`src/hdl/jsu_pkg.sv`:
```
// Shared types, codes and helper functions for the JSON string unescaper.
// No dependencies; imported by the decoder, the top level and the checker.
`default_nettype none

package jsu_pkg;

    // Result kind codes
    localparam logic [1:0] KIND_CHAR  = 2'd0;
    localparam logic [1:0] KIND_END   = 2'd1;
    localparam logic [1:0] KIND_ERROR = 2'd2;

    // Status codes
    localparam logic [2:0] ST_OK        = 3'd0;
    localparam logic [2:0] ST_BAD_ESC   = 3'd1;
    localparam logic [2:0] ST_BAD_HEX   = 3'd2;
    localparam logic [2:0] ST_BAD_LEAD  = 3'd3;
    localparam logic [2:0] ST_NO_CONT   = 3'd4;
    localparam logic [2:0] ST_FIVE_LEAD = 3'd5;

    // Byte values with a meaning of their own
    localparam logic [7:0] CH_QUOTE     = 8'h22;
    localparam logic [7:0] CH_SLASH     = 8'h2F;
    localparam logic [7:0] CH_BACKSLASH = 8'h5C;
    localparam logic [7:0] CH_U         = 8'h75;

    localparam logic [15:0] REPLACEMENT_UNIT = 16'hFFFD;

    // Decoder mode
    typedef enum logic [2:0] {
        MODE_NORMAL = 3'd0,
        MODE_ESCAPE = 3'd1,
        MODE_HEX    = 3'd2,
        MODE_CONT   = 3'd3,
        MODE_SKIP   = 3'd4
    } mode_t;

    // Decoder state carried from byte to byte
    typedef struct packed {
        mode_t       mode;
        logic [1:0]  left;
        logic [15:0] partial;
    } dec_state_t;

    // What one byte produces
    typedef struct packed {
        logic        has_result;
        logic        count_up;
        logic        clear;
        logic [1:0]  kind;
        logic [2:0]  status;
        logic [15:0] code_unit;
    } dec_res_t;

    // Hex digit value; bit 4 set means not a hex digit
    function automatic logic [4:0] hex_value(input logic [7:0] b);
        logic [4:0] v;
        v = 5'h10;
        if (b >= 8'h30 && b <= 8'h39) v = {1'b0, b[3:0]};
        else if ((b >= 8'h41 && b <= 8'h46) || (b >= 8'h61 && b <= 8'h66))
            v = {1'b0, b[3:0] + 4'd9};
        return v;
    endfunction

    // Simple escape translation; zero means not a valid escape
    function automatic logic [7:0] simple_escape(input logic [7:0] b);
        logic [7:0] e;
        unique case (b)
            CH_QUOTE:     e = CH_QUOTE;
            CH_SLASH:     e = CH_SLASH;
            CH_BACKSLASH: e = CH_BACKSLASH;
            8'h62:        e = 8'h08;
            8'h66:        e = 8'h0C;
            8'h6E:        e = 8'h0A;
            8'h72:        e = 8'h0D;
            8'h74:        e = 8'h09;
            default:      e = 8'h00;
        endcase
        return e;
    endfunction

endpackage

`default_nettype wire

```
`src/hdl/jsu_decode.sv`:
```
// Per-byte decode step: current decoder state and one byte in, next state and
// an optional result out. Pure combinational logic; depends on jsu_pkg.
`default_nettype none

module jsu_decode (
    input  wire logic [7:0]          in_byte,
    input  wire jsu_pkg::dec_state_t cur,
    output jsu_pkg::dec_state_t      nxt,
    output jsu_pkg::dec_res_t        res
);
    import jsu_pkg::*;

    logic [4:0]  hex_d;
    logic [7:0]  esc_v;
    logic [15:0] hex_acc;
    logic [15:0] cont_acc;

    assign hex_d    = hex_value(in_byte);
    assign esc_v    = simple_escape(in_byte);
    assign hex_acc  = {cur.partial[11:0], hex_d[3:0]};
    assign cont_acc = {cur.partial[9:0], in_byte[5:0]};

    always_comb
    begin
        nxt = cur;
        res = '0;

        unique case (cur.mode)
            // after a backslash
            MODE_ESCAPE:
            begin
                if (in_byte == CH_U)
                begin
                    nxt.mode    = MODE_HEX;
                    nxt.left    = 2'd3;
                    nxt.partial = '0;
                end
                else if (esc_v == 8'h00)
                begin
                    res.has_result = 1'b1;
                    res.clear      = 1'b1;
                    res.kind       = KIND_ERROR;
                    res.status     = ST_BAD_ESC;
                end
                else
                begin
                    res.has_result = 1'b1;
                    res.count_up   = 1'b1;
                    res.code_unit  = {8'h00, esc_v};
                end
            end

            // \uXXXX digits
            MODE_HEX:
            begin
                if (hex_d[4])
                begin
                    res.has_result = 1'b1;
                    res.clear      = 1'b1;
                    res.kind       = KIND_ERROR;
                    res.status     = ST_BAD_HEX;
                end
                else if (cur.left == 2'd0)
                begin
                    res.has_result = 1'b1;
                    res.count_up   = 1'b1;
                    res.code_unit  = hex_acc;
                end
                else
                begin
                    nxt.partial = hex_acc;
                    nxt.left    = cur.left - 2'd1;
                end
            end

            // UTF-8 continuation bytes
            MODE_CONT:
            begin
                if (in_byte[7:6] != 2'b10)
                begin
                    res.has_result = 1'b1;
                    res.clear      = 1'b1;
                    res.kind       = KIND_ERROR;
                    res.status     = ST_NO_CONT;
                end
                else if (cur.left <= 2'd1)
                begin
                    res.has_result = 1'b1;
                    res.count_up   = 1'b1;
                    res.code_unit  = cont_acc;
                end
                else
                begin
                    nxt.partial = cont_acc;
                    nxt.left    = cur.left - 2'd1;
                end
            end

            // tail of a four-byte sequence, dropped unchecked
            MODE_SKIP:
            begin
                if (cur.left <= 2'd1)
                begin
                    nxt.mode = MODE_NORMAL;
                    nxt.left = 2'd0;
                end
                else
                begin
                    nxt.left = cur.left - 2'd1;
                end
            end

            default:
            begin
                priority if (in_byte == CH_QUOTE)
                begin
                    res.has_result = 1'b1;
                    res.clear      = 1'b1;
                    res.kind       = KIND_END;
                    res.status     = ST_OK;
                end
                else if (in_byte == CH_BACKSLASH)
                begin
                    nxt.mode = MODE_ESCAPE;
                end
                else if (!in_byte[7])
                begin
                    res.has_result = 1'b1;
                    res.count_up   = 1'b1;
                    res.code_unit  = {8'h00, in_byte};
                end
                else if (in_byte[7:5] == 3'b110)
                begin
                    nxt.mode    = MODE_CONT;
                    nxt.left    = 2'd1;
                    nxt.partial = {11'd0, in_byte[4:0]};
                end
                else if (in_byte[7:4] == 4'b1110)
                begin
                    nxt.mode    = MODE_CONT;
                    nxt.left    = 2'd2;
                    nxt.partial = {12'd0, in_byte[3:0]};
                end
                else if (in_byte[7:3] == 5'b11110)
                begin
                    res.has_result = 1'b1;
                    res.count_up   = 1'b1;
                    res.code_unit  = REPLACEMENT_UNIT;
                    nxt.mode       = MODE_SKIP;
                    nxt.left       = 2'd3;
                    nxt.partial    = '0;
                end
                else if (in_byte[7:2] == 6'b111110)
                begin
                    res.has_result = 1'b1;
                    res.clear      = 1'b1;
                    res.kind       = KIND_ERROR;
                    res.status     = ST_FIVE_LEAD;
                end
                else
                begin
                    res.has_result = 1'b1;
                    res.clear      = 1'b1;
                    res.kind       = KIND_ERROR;
                    res.status     = ST_BAD_LEAD;
                end
            end
        endcase

        // a unit or a final result resets the sequence state, but a four-byte lead keeps the skip mode
        if (res.has_result)
        begin
            nxt.mode    = res.count_up && (nxt.mode == MODE_SKIP) ? MODE_SKIP : MODE_NORMAL;
            nxt.left    = (nxt.mode == MODE_SKIP) ? 2'd3 : 2'd0;
            nxt.partial = '0;
        end
    end

endmodule

`default_nettype wire

```
`src/hdl/json_string_unescape_utf16.sv`:
```
// Top level of the JSON string unescaper: input register, decode step,
// unit counter and result register. Depends on jsu_pkg and jsu_decode.
//
//  channel | signals                                   | direction
//  --------+-------------------------------------------+-----------
//  in      | in_valid, in_stall, in_byte               | request in
//  out     | out_valid, out_stall, code_unit, kind,    | request out
//          | status, unit_count                        |
//
// One byte per cycle sustained while no byte with a result waits on a stalled
// output; a byte's result passes the input register, then the result register.
// Decode of a byte is a single pass through the decode step against the mode
// register. rst_n clears the mode, counter and both valid flags at once.
// A byte that gives no result moves on even while the output is stalled;
// a byte with a result waits in the input register until the result
// register is free.
`default_nettype none

module json_string_unescape_utf16 #(
    parameter int COUNT_WIDTH = 16
) (
    input  wire logic        clk,
    input  wire logic        rst_n,
    input  wire logic        in_valid,
    output logic             in_stall,
    input  wire logic [7:0]  in_byte,
    output logic             out_valid,
    input  wire logic        out_stall,
    output logic [15:0]      code_unit,
    output logic [1:0]       kind,
    output logic [2:0]       status,
    output logic [15:0]      unit_count
);
    import jsu_pkg::*;

    logic                   s1_valid_reg;
    logic [7:0]             s1_byte_reg;
    dec_state_t             state_reg;
    dec_state_t             state_next;
    dec_res_t               res;
    logic [COUNT_WIDTH-1:0] units_reg;
    logic [COUNT_WIDTH-1:0] units_next;
    logic [COUNT_WIDTH-1:0] units_inc;
    logic [COUNT_WIDTH-1:0] units_report;
    logic [31:0]            units_wide;
    logic                   out_valid_reg;
    logic [15:0]            code_unit_reg;
    logic [1:0]             kind_reg;
    logic [2:0]             status_reg;
    logic [15:0]            unit_count_reg;
    logic                   out_free;
    logic                   s1_consume;

    jsu_decode u_decode (
        .in_byte (s1_byte_reg),
        .cur     (state_reg),
        .nxt     (state_next),
        .res     (res)
    );

    // Handshake
    assign out_free   = !out_valid_reg || !out_stall;
    assign s1_consume = s1_valid_reg && (!res.has_result || out_free);
    assign in_stall   = s1_valid_reg && !s1_consume;

    // Saturating unit counter
    assign units_inc    = (units_reg == '1) ? units_reg : units_reg + 1'b1;
    assign units_report = res.count_up ? units_inc : units_reg;
    assign units_next   = res.clear ? '0 : units_report;
    assign units_wide   = 32'(units_report);

    // Input register
    always_ff @(posedge clk or negedge rst_n)
    begin
        if (!rst_n)
        begin
            s1_valid_reg <= 1'b0;
        end
        else if (!in_stall)
        begin
            s1_valid_reg <= in_valid;
        end
    end

    always_ff @(posedge clk)
    begin
        if (in_valid && !in_stall)
        begin
            s1_byte_reg <= in_byte;
        end
    end

    // Decoder state and counter
    always_ff @(posedge clk or negedge rst_n)
    begin
        if (!rst_n)
        begin
            state_reg <= '{mode: MODE_NORMAL, left: 2'd0, partial: 16'd0};
            units_reg <= '0;
        end
        else if (s1_consume)
        begin
            state_reg <= state_next;
            units_reg <= units_next;
        end
    end

    // Result register
    always_ff @(posedge clk or negedge rst_n)
    begin
        if (!rst_n)
        begin
            out_valid_reg <= 1'b0;
        end
        else if (out_free)
        begin
            out_valid_reg <= s1_consume && res.has_result;
        end
    end

    always_ff @(posedge clk)
    begin
        if (out_free && s1_consume && res.has_result)
        begin
            code_unit_reg  <= res.code_unit;
            kind_reg       <= res.kind;
            status_reg     <= res.status;
            unit_count_reg <= units_wide[15:0];
        end
    end

    assign out_valid  = out_valid_reg;
    assign code_unit  = code_unit_reg;
    assign kind       = kind_reg;
    assign status     = status_reg;
    assign unit_count = unit_count_reg;

endmodule

`default_nettype wire

```
`config.mk`:
```
export PLATFORM = sky130hd
export DESIGN_NAME = json_string_unescape_utf16
export DESIGN_NICKNAME = d
export VERILOG_FILES = /design/src/hdl/jsu_pkg.sv /design/src/hdl/jsu_decode.sv /design/src/hdl/json_string_unescape_utf16.sv
export SDC_FILE = /design/constraint.sdc
export NUM_CORES = 1
export LEC_CHECK = 0
export BUFFER_PORTS_ARGS = -buffer_cell sky130_fd_sc_hd__buf_4
export CAP_MARGIN = 20
export CORE_MARGIN = 1
export CORE_UTILIZATION = 64
export CTS_CLUSTER_DIAMETER = 120
export DETAILED_ROUTE_END_ITERATION = 10
export PLACE_DENSITY = 0.94
export SLEW_MARGIN = 30
export SYNTH_ARGS = -nofsm -noshare
export SYNTH_HDL_FRONTEND = slang
export SYNTH_SLANG_ARGS = --single-unit
```
`constraint.sdc`:
```
create_clock -name clk -period 8.52 [get_ports clk]
set_clock_uncertainty 0.15 [all_clocks]
set_input_delay 1.704 -clock clk [delete_from_list [all_inputs] [get_ports clk]]
set_output_delay 1.704 -clock clk [all_outputs]
set_load 0.005 [all_outputs]
```
### Word level (Yosys, flattened, before mapping)

Index checks and enable logic that the tools add are counted.

* flip-flop bits (word level): 80
* input port bits: 12
* word-level logic and storage cells: 136

* add/sub/neg operators: 3
* order comparisons: 7
* equality and inequality tests: 31
* muxes and demuxes: 57
* reduce and logical (&&, ||, !) cells: 27

Operators with widths (number)
* $mux 16: 10
* $mux 21: 7
* $mux 24: 4
* $pmux 24 s4: 1
* $mux 18: 5
* $pmux 16 s4: 1
* $eq 8x7->1 const B: 7
* $pmux 7 s8: 1
* $mux 6: 6
* $add 16x1->16 const B: 1
* $eq 16x16->1 const B: 1
* $eq 8x6->1 const B: 2
* $ge 8x7->1 const B: 2
* $le 8x7->1 const B: 2
* $eq 3x3->1 const B: 4
* $mux 3: 4
* $ne 3x3->1 const B: 4
* $ne 6x6->1 const B: 2
* $reduce_and 11->1: 1
* $logic_and 1x1->1: 10
* $mux 2: 5
* $mux 5: 2
* $ne 5x5->1 const B: 2
* $reduce_and 10->1: 1
* 25 further kinds: 40

### Longest topological paths before layout

Gate-level depths: netlist (run 1).

* depth after elaboration: 16
* gate-level depth with buffers: 11
* depth with buffers taken out: 9

### Hierarchy

Synthesis (run 1) repeated with hierarchy kept, for this count alone.

* cell total of the unflattened synthesis: 565
* area total of the unflattened synthesis: 5316.3 um^2

By module, submodules not included
* json_string_unescape_utf16: times used 1, cells each 299, area an instance 3503.4 um^2, sequential area each 2327.2 um^2
* jsu_decode: times used 1, cells each 266, area an instance 1813.0 um^2, sequential area each 0.0 um^2

### Least setup slack after synthesis (run 1)

Ideal clock, no wire load.

* path type: input to register
* start point: input port out_stall
* end point: register code_unit_reg[0], in the netlist code_unit[0] (enable)
* setup time: 0.431 ns
* arrival: 3.820 ns
* data required time: 7.939 ns
* setup slack: 4.118 ns
* cell stages on the path: 6
* path buffers: 1
* cells stage by stage: nand2_1 -> inv_1 -> o311ai_4 -> nand2_1 -> clkbuf_1 -> nor2_1

* word-level cells in the longest chain between the ends: 6

RTL lines
* from (decl): RTL line json_string_unescape_utf16.sv:28 `input wire logic out_stall,`
* $logic_not 1->1 (*): RTL line json_string_unescape_utf16.sv:62 `assign out_free = !out_valid_reg || !out_stall;`
* $logic_or 1x1->1 (*): RTL line json_string_unescape_utf16.sv:62
* $logic_or 1x1->1: RTL line json_string_unescape_utf16.sv:63 `assign s1_consume = s1_valid_reg && (!res.has_result || out_free);`
* $logic_and 1x1->1: RTL line json_string_unescape_utf16.sv:63
* $logic_and 1x1->1 (*) (2 in a row): RTL line json_string_unescape_utf16.sv:123 `if (out_free && s1_consume && res.has_result)`
* to (signal assigned): RTL line json_string_unescape_utf16.sv:125 `code_unit_reg <= res.code_unit;`
* to (decl): RTL line json_string_unescape_utf16.sv:47 `logic [15:0] code_unit_reg;`

Mark *: on every way between the ends. The rest lies on a longest branch, timed or not.
A chain may end at the register's enable or synchronous reset.

### Final worst setup path (run 1)

* start point: register s1_byte_reg[0]
* end point: output port in_stall

* word-level cells in the longest chain between the ends: 12

RTL lines
* from (decl): RTL line json_string_unescape_utf16.sv:37 `logic [7:0] s1_byte_reg;`
* from (signal assigned): RTL line json_string_unescape_utf16.sv:89 `s1_byte_reg <= in_byte;`
* $ge 8x7->1 or $le 8x7->1 (tied branches): RTL line jsu_pkg.sv:59 `else if ((b >= 8'h41 && b <= 8'h46) || (b >= 8'h61 && b <= 8'h66))`
* $logic_and 1x1->1: RTL line jsu_pkg.sv:59
* $logic_or 1x1->1: RTL line jsu_pkg.sv:59
* $mux 5: RTL line jsu_pkg.sv:59
* $mux 5: RTL line jsu_pkg.sv:58 `if (b >= 8'h30 && b <= 8'h39) v = {1'b0, b[3:0]};`
* $mux 1: RTL line jsu_decode.sv:56 `if (hex_d[4])`
* $pmux 24 s4 (*): RTL line jsu_decode.sv:28 `unique case (cur.mode)`
* $logic_not 1->1 (*): RTL line json_string_unescape_utf16.sv:63
* $logic_or 1x1->1 (*): RTL line json_string_unescape_utf16.sv:63
* $logic_and 1x1->1 (*): RTL line json_string_unescape_utf16.sv:63
* $logic_not 1->1 (*): RTL line json_string_unescape_utf16.sv:64 `assign in_stall = s1_valid_reg && !s1_consume;`
* $logic_and 1x1->1 (*): RTL line json_string_unescape_utf16.sv:64
* to (decl): RTL line json_string_unescape_utf16.sv:25 `output logic in_stall,`

Marked as above.

==> metrics.log, run 1 <==
[metrics] fraction of power consumed by the clock network: 0.137
[metrics] level count of the clock H-tree: 3
[metrics] maximum number of pins on one net before global-route repair: 38
[metrics] class of the most critical setup path: register to output port
[metrics] remaining antenna violation count: 0
[metrics] floorplan die height: 88.1 um
[metrics] Vias per Instance: 6.92
[metrics] sw power: 836 uW
[metrics] cell count after synthesis: 467
[metrics] internal power: 1050 uW
[metrics] post-layout minimum cycle time: 5050 ps
[metrics] clk_lat worst skew: 360 ps
[metrics] buffers inserted by post-CTS timing repair: 0
[metrics] max frequency: 0.198 GHz
[metrics] final number of hold-violating endpoints: 0
[metrics] Global Route Usage Sum: 0.325
[metrics] Hold-fix buffers, CTS: 0
[metrics] effective utilization at floorplan: 0.658
[metrics] number of buffers created by CTS: 9
[metrics] average wire per standard cell: 20.2 um
[metrics] mean post-synth cell area: 10.2 um2
[metrics] CTS tree: built
[metrics] number of global-route vias before repair: 3767
[metrics] number of filler cells placed in the layout: 531
[metrics] Final HPWL DP: 8.73 mm
[metrics] RSZ-0062 raised after global routing: no
[metrics] total via count in the routed design: 4186
[metrics] Worst EP required: 6670 ps
[metrics] die extent in x: 88.1 um
[metrics] number of failing setup endpoints in the final timing report: 0
[metrics] Total Wirelength: 12.2 mm
[metrics] setup ws final: 3470 ps
[metrics] cell-by-cell trace of the critical path: inv_1 -> ha_1 -> o21bai_1 -> a21oi_2 -> nor4_2 -> o31a_1 -> and3_1 -> buf_4
[metrics] # port buffers: 50
[metrics] result of the run: finished clean
[metrics] number of flip-flops and latches in the synthesized netlist: 80
[metrics] power per cell area: 353 nW/um2
[metrics] GPL Wtd Cong: 0.948
[metrics] relative area change from synthesis to final layout: 12.3%
[metrics] CTS sink count: 80
[metrics] dominant cells by area after synthesis: edfxtp_1, dfrtp_1, nand2_1, nor2_1, ha_1
[metrics] number of flops mapped to enable cells by yosys: 45
[metrics] area of the core region: 7210 um2
[metrics] drt first pass iters: 6
[metrics] CP Launch Type: register
[metrics] Rel. slew slack: 0.350
[metrics] Final Max Tran Viols: 0
[metrics] primary flip-flop cell chosen by synthesis mapping: edfxtp_1
[metrics] part of the Yosys area used for sequential elements: 0.469
[metrics] # diodes: 0
[metrics] peak per-stage delay on the critical path: 790 ps
[metrics] synthesized net count: 488
[metrics] share of flip-flops with an asynchronous set or reset: 0.438
[metrics] detailed router's first-iteration violation count: 502
[metrics] clk buf depth: 2
[metrics] total number of yosys warnings: 0
[metrics] type of the tightest min-delay check: register to register
[metrics] Congestion Overflow GR: 0
[metrics] sequential share of power: 0.383
[metrics] PostCTS Resize Cnt: 0
[metrics] portion of synthesized cell area occupied by the leading cell type: 0.285
[metrics] combinational group share of total power: 0.480
[metrics] PnR Total Power: 1880 uW
[metrics] total negative slack: 0 ps
[metrics] number of nets at the end of the flow: 522
[metrics] Netlist Area Pre-Place: 4750 um2
[metrics] number of max-capacitance violations reported: 0
[metrics] Max stage delay cell, worst path: nor4_2
[metrics] Yosys cell types: 83
[metrics] final period utilization: 0.593
[metrics] number of antenna violations at the first check in global routing: 0
[metrics] Max rail drop VDD: 0.195 mV
[metrics] DRC errors left: 0
[metrics] fraction of power spent switching nets: 0.444
[metrics] count of non-filler cells in the finished layout: 605
[metrics] kind of capture point of the worst setup path: output port
[metrics] Static Leakage: 0.00206 uW
[metrics] Die Area: 7770 um2
[metrics] wire length of the first global-routing pass: 18.9 mm
[metrics] row count: 31
[metrics] IO Pins: 51
[metrics] Tightest Pin Transition: 966 ps
[metrics] cell type contributing the most total cell area after synthesis: edfxtp_1
[metrics] highest net fanout along the worst path: 8
[metrics] master cell of the clock root buffer: clkbuf_8
[metrics] Critical path buffers and inverters: 2
[metrics] worst slack after detailed placement: 3970 ps
[metrics] share of post-route cells with drive strength above 1: 0.194
[metrics] placed instance count: 588
[metrics] data arrival time of the critical path: 3200 ps
[metrics] Largest register FFs: 17
[metrics] clock slew at reported path FFs: 80 ps
[metrics] kind of cell adding the most delay to the critical path: simple AND/OR/NAND/NOR gates
cells in the final DEF, fill, tap and decap left out, types with 8 or more instances in the layout:
| master | n |
|---|---|
| nor2_1 | 33 |
| nand3_1 | 18 |
| nand4_1 | 8 |
| a21oi_1 | 16 |
| clkbuf_8 | 9 |
| edfxtp_1 | 45 |
| o21ai_0 | 21 |
| ha_1 | 9 |
| a22oi_1 | 12 |
| xnor2_1 | 9 |
| o31ai_1 | 13 |
| a221o_1 | 9 |
| nand2_1 | 60 |
| dfrtp_1 | 35 |
| inv_1 | 13 |
| buf_4 | 50 |
per-stage QoR:
| step | cell area [um2] | utilization | hold slack [ps] |
|---|---|---|---|
| floorplan | 4750 | - | 300 |
| global placement | 5110 | 0.708 | 313 |
| detailed placement | 5110 | 0.708 | 326 |
| CTS | 5290 | 0.733 | 345 |
| global route | 5330 | 0.739 | 375 |
| finish | 5330 | 0.739 | 341 |
metal layers:
metal	wire length (um)	track usage
met5	0	0
met4	238	0.103
met3	912	0.0650
met2	6100	0.529
met1	4990	0.442
synth_stat cells (all sizes together) (10+ instances only):
cell type and number:
nand2 60, edfxtp 45, dfrtp 35, nor2 34
o21ai 27, nand3 19, a21oi 18, buf 14
clkbuf 14, o31ai 14, inv 13, a22oi 12
nand4 10
worst min-delay path, stage by stage, from the launching register on:
cell and delay [ps]:
dfrtp_1 350, nand2_1 50, o31ai_1 60
worst paths after layout:
path                                                 from                        end  slack, ps  depth (start not counted)
max in group asynchronous                           rst_n   state_reg[2]$_DFFE_PN0P_       6750                          1
worst min-delay path            state_reg[11]$_DFFE_PN0P_  state_reg[11]$_DFFE_PN0P_        340                          2
worst max register to register   s1_byte_reg[3]$_DFFE_PP_     code_unit[3]$_DFFE_PP_       4130                          7
worst min register to register  state_reg[11]$_DFFE_PN0P_  state_reg[11]$_DFFE_PN0P_        340                          2
worst max-delay path             s1_byte_reg[0]$_DFFE_PP_                   in_stall       3470                          8
min in group asynchronous                           rst_n  state_reg[19]$_DFFE_PN0N_       1140                          1
layout make-up:
type                            count  area, um2  share of cell area
Clock buffer                        9        124              0.0232
Clock inverter                      7       55.1              0.0103
Multi-Input combinational cell    346       2350               0.441
Sequential cell                    80       2230               0.418
Timing Repair Buffer               51        403              0.0756
Inverter                           13       48.8             0.00915
Tap cell                           99        124              0.0232
power groups by stage:
stage | clock network, uW | registers (uW) | logic, uW
after global routing | 277 | 736 | 975
final | 258 | 720 | 903
after global placement | 0 | 712 | 816
after CTS | 260 | 718 | 852
after detailed placement | 0 | 724 | 847
after floorplan | 0 | 681 | 598
cells by family (layout without fill, tap and decap cells):
| group | Yosys count | after routing | synth area share |
|---|---|---|---|
| XOR/XNOR | 11 | 11 | 0.0203 |
| AND/OR/NAND/NOR | 181 | 181 | 0.204 |
| adder cells (fa/ha/maj) | 9 | 9 | 0.0237 |
| AO/OA/AOI/OAI | 141 | 141 | 0.232 |
| buffers and inverters | 41 | 80 | 0.0416 |
| flip-flops | 80 | 80 | 0.469 |
| multiplexers | 4 | 4 | 0.00870 |
Note: power is estimated with default switching activity, not from simulation.
==> run 2: changes to the inputs <==
--- a/config.mk
+++ b/config.mk
@@ -8,10 +8,10 @@
 export BUFFER_PORTS_ARGS = -buffer_cell sky130_fd_sc_hd__buf_4
 export CAP_MARGIN = 20
 export CORE_MARGIN = 1
-export CORE_UTILIZATION = 64
+export CORE_UTILIZATION = 54
 export CTS_CLUSTER_DIAMETER = 120
 export DETAILED_ROUTE_END_ITERATION = 10
-export PLACE_DENSITY = 0.94
+export PLACE_DENSITY = 0.85
 export SLEW_MARGIN = 30
 export SYNTH_ARGS = -nofsm -noshare
 export SYNTH_HDL_FRONTEND = slang
==> constraint.sdc (replaced) <==
create_clock -name clk -period 4.6 [get_ports clk]
set_clock_uncertainty 0.15 [all_clocks]
set_input_delay 0.92 -clock clk [delete_from_list [all_inputs] [get_ports clk]]
set_output_delay 0.92 -clock clk [all_outputs]
set_load 0.005 [all_outputs]
==> metrics.log, run 2 (synthesized netlist as in run 1, its figures left out) <==
[metrics] CP Launch Type: register
[metrics] number of failing setup endpoints in the final timing report: 0 (unchanged)
[metrics] register-to-register path setup slack: 950 ps (-3180 ps)
[metrics] data arrival time of the critical path: 3140 ps (-60 ps)
[metrics] commonest cells after routing, fill and taps aside: nand2_1, buf_4, edfxtp_1, dfrtp_1, nor2_1
[metrics] share of post-route cells with drive strength above 1: 0.200 (+0.00593)
[metrics] clk buf depth: 2 (unchanged)
[metrics] Max stage delay cell, worst path: nor4_2
[metrics] highest net fanout along the worst path: 8 (unchanged)
[metrics] Max rail drop VDD: 0.370 mV (+90%)
[metrics] power per cell area: 651 nW/um2 (+85%)
[metrics] IO Pins: 51 (unchanged)
[metrics] number of buffers created by CTS: 9 (unchanged)
[metrics] number of nets at the end of the flow: 527 (+0.96%)
[metrics] class of the most critical setup path: register to output port
[metrics] post-layout minimum cycle time: 4210 ps
[metrics] GPL Wtd Cong: 0.952 (+0.45%)
[metrics] floorplan die height: 95.8 um (+8.7%)
[metrics] wire length of the first global-routing pass: 19.1 mm (+1.0%)
[metrics] leading cell type in the layout, fill and taps excluded: nand2_1
[metrics] Hold-fix buffers, CTS: 0 (unchanged)
[metrics] final period utilization: 0.914
[metrics] RSZ-0062 raised after global routing: no
[metrics] number of global-route vias before repair: 3731 (-0.96%)
[metrics] origin of the worst setup path: s1_byte_reg[0]$_DFFE_PP_
[metrics] effective utilization at floorplan: 0.567 (-0.0917)
[metrics] relative area change from synthesis to final layout: 13.4%
[metrics] level count of the clock H-tree: 3 (unchanged)
[metrics] drt first pass iters: 5 (-1)
[metrics] Die Area: 9170 um2 (+18%)
[metrics] Largest register FFs: 17 (unchanged)
[metrics] number of max-capacitance violations reported: 0 (unchanged)
[metrics] area of the core region: 8380 um2 (+16%)
[metrics] number of filler cells placed in the layout: 650 (+22%)
[metrics] DRC errors left: 0 (unchanged)
[metrics] # port buffers: 50 (unchanged)
[metrics] peak per-stage delay on the critical path: 750 ps (-40 ps)
[metrics] Worst EP required: 3530 ps (-3140 ps)
[metrics] final number of hold-violating endpoints: 0 (unchanged)
[metrics] row count: 33 (+6.5%)
[metrics] beginning of the worst hold path: state_reg[11]$_DFFE_PN0P_
[metrics] buffers inserted by post-CTS timing repair: 0 (unchanged)
[metrics] Vias per Instance: 6.55 (-5.4%)
[metrics] worst flop-to-flop path startpoint: s1_byte_reg[3]$_DFFE_PP_
[metrics] maximum number of pins on one net before global-route repair: 36 (-5.3%)
[metrics] total via count in the routed design: 4034 (-3.6%)
[metrics] type of the tightest min-delay check: register to register
[metrics] max frequency: 0.238 GHz
[metrics] Final Max Tran Viols: 0 (unchanged)
[metrics] Static Leakage: 0.00211 uW (+2.1%)
[metrics] CTS sink count: 80 (unchanged)
[metrics] clk_lat worst skew: 350 ps (about the same)
[metrics] Global Route Usage Sum: 0.277 (-0.0480)
[metrics] Multi-input gate area: 2340 um2 (-0.43%)
[metrics] Total Wirelength: 11.9 mm (-2.7%)
[metrics] result of the run: finished clean
[metrics] clock slew at reported path FFs: 90 ps (about the same)
[metrics] number of antenna violations at the first check in global routing: 0 (unchanged)
[metrics] PostCTS Resize Cnt: 0 (unchanged)
[metrics] Tightest Pin Transition: 884 ps (-82.3 ps)
[metrics] kind of capture point of the worst setup path: output port
[metrics] cell-by-cell trace of the critical path: inv_1 -> ha_1 -> o21bai_1 -> a21oi_2 -> nor4_2 -> o31a_1 -> and3_1 -> buf_4
[metrics] total negative slack: 0 ps (unchanged)
[metrics] register cell area after layout: 2230 um2 (unchanged)
[metrics] Final HPWL DP: 8.51 mm (-2.5%)
[metrics] detailed router's first-iteration violation count: 372 (-26%)
[metrics] die extent in x: 95.8 um (+8.7%)
[metrics] master cell of the clock root buffer: clkbuf_8
[metrics] # diodes: 0 (unchanged)
[metrics] Congestion Overflow GR: 0 (unchanged)
[metrics] Rel. slew slack: 0.406 (+0.0558)
[metrics] remaining antenna violation count: 0 (unchanged)
[metrics] CTS tree: built
[metrics] worst-case hold slack: 334 ps (-7.10 ps)
[metrics] average wire per standard cell: 19.3 um (-4.5%)
-- run 2: final timing paths --
check | to | depth (start not counted)
min in group asynchronous | state_reg[17]$_DFFE_PN0P_ | 1
hold reg to reg | state_reg[11]$_DFFE_PN0P_ | 2
hold / removal | state_reg[11]$_DFFE_PN0P_ | 2
max in group asynchronous | state_reg[11]$_DFFE_PN0P_ | 1
setup reg to reg | unit_count[7]$_DFFE_PP_ | 7
setup / recovery | in_stall | 8
-- run 2: cell type report --
cell class              instances  share of cell area
well taps                     105              0.0244
clock buffers                   9              0.0230
flip-flops and latches         80               0.414
clock inverters                 7              0.0151
multi-input cells             346               0.434
inverters                      13             0.00906
repair buffers                 56              0.0804
-- run 2: metal layers --
layer / track usage / wire [um] / vias up
met3: 0.0458 / 876 / 22
met1: 0.390 / 5230 / 1942
li1: - / - / 1876
met2: 0.444 / 5580 / 194
met5: 0 / 0 / -
met4: 0.0796 / 225 / 0
-- run 2: power breakdown --
| part | switching (uW) | internal (uW) | total (uW) |
|---|---|---|---|
| clock | 283 | 257 | 540 |
| combinational | 1010 | 632 | 1650 |
| sequential | 223 | 1100 | 1320 |
-- run 2: critical path, delay by kind of cell (launching register included) --
kind / cells / cell delay (ps)
simple gates: 2 / 1000
buf+inv: 2 / 240
compound gates: 3 / 810
flops: 1 / 490
fa+ha+maj: 1 / 240
-- run 2: metrics by stage --
stage / instance area [um2] / cells / utilization / setup slack, ps / power, uW
5_1_grt: 5390 / 616 / 0.642 / 223 / 3720
4_1_cts: 5380 / 616 / 0.641 / 462 / 3470
3_3_place_gp: 5170 / 600 / 0.617 / 924 / 2880
2_1_floorplan: 4750 / 467 / - / 356 / 2370
6_report: 5390 / 616 / 0.642 / 394 / 3510
3_5_place_dp: 5170 / 600 / 0.617 / 854 / 2940
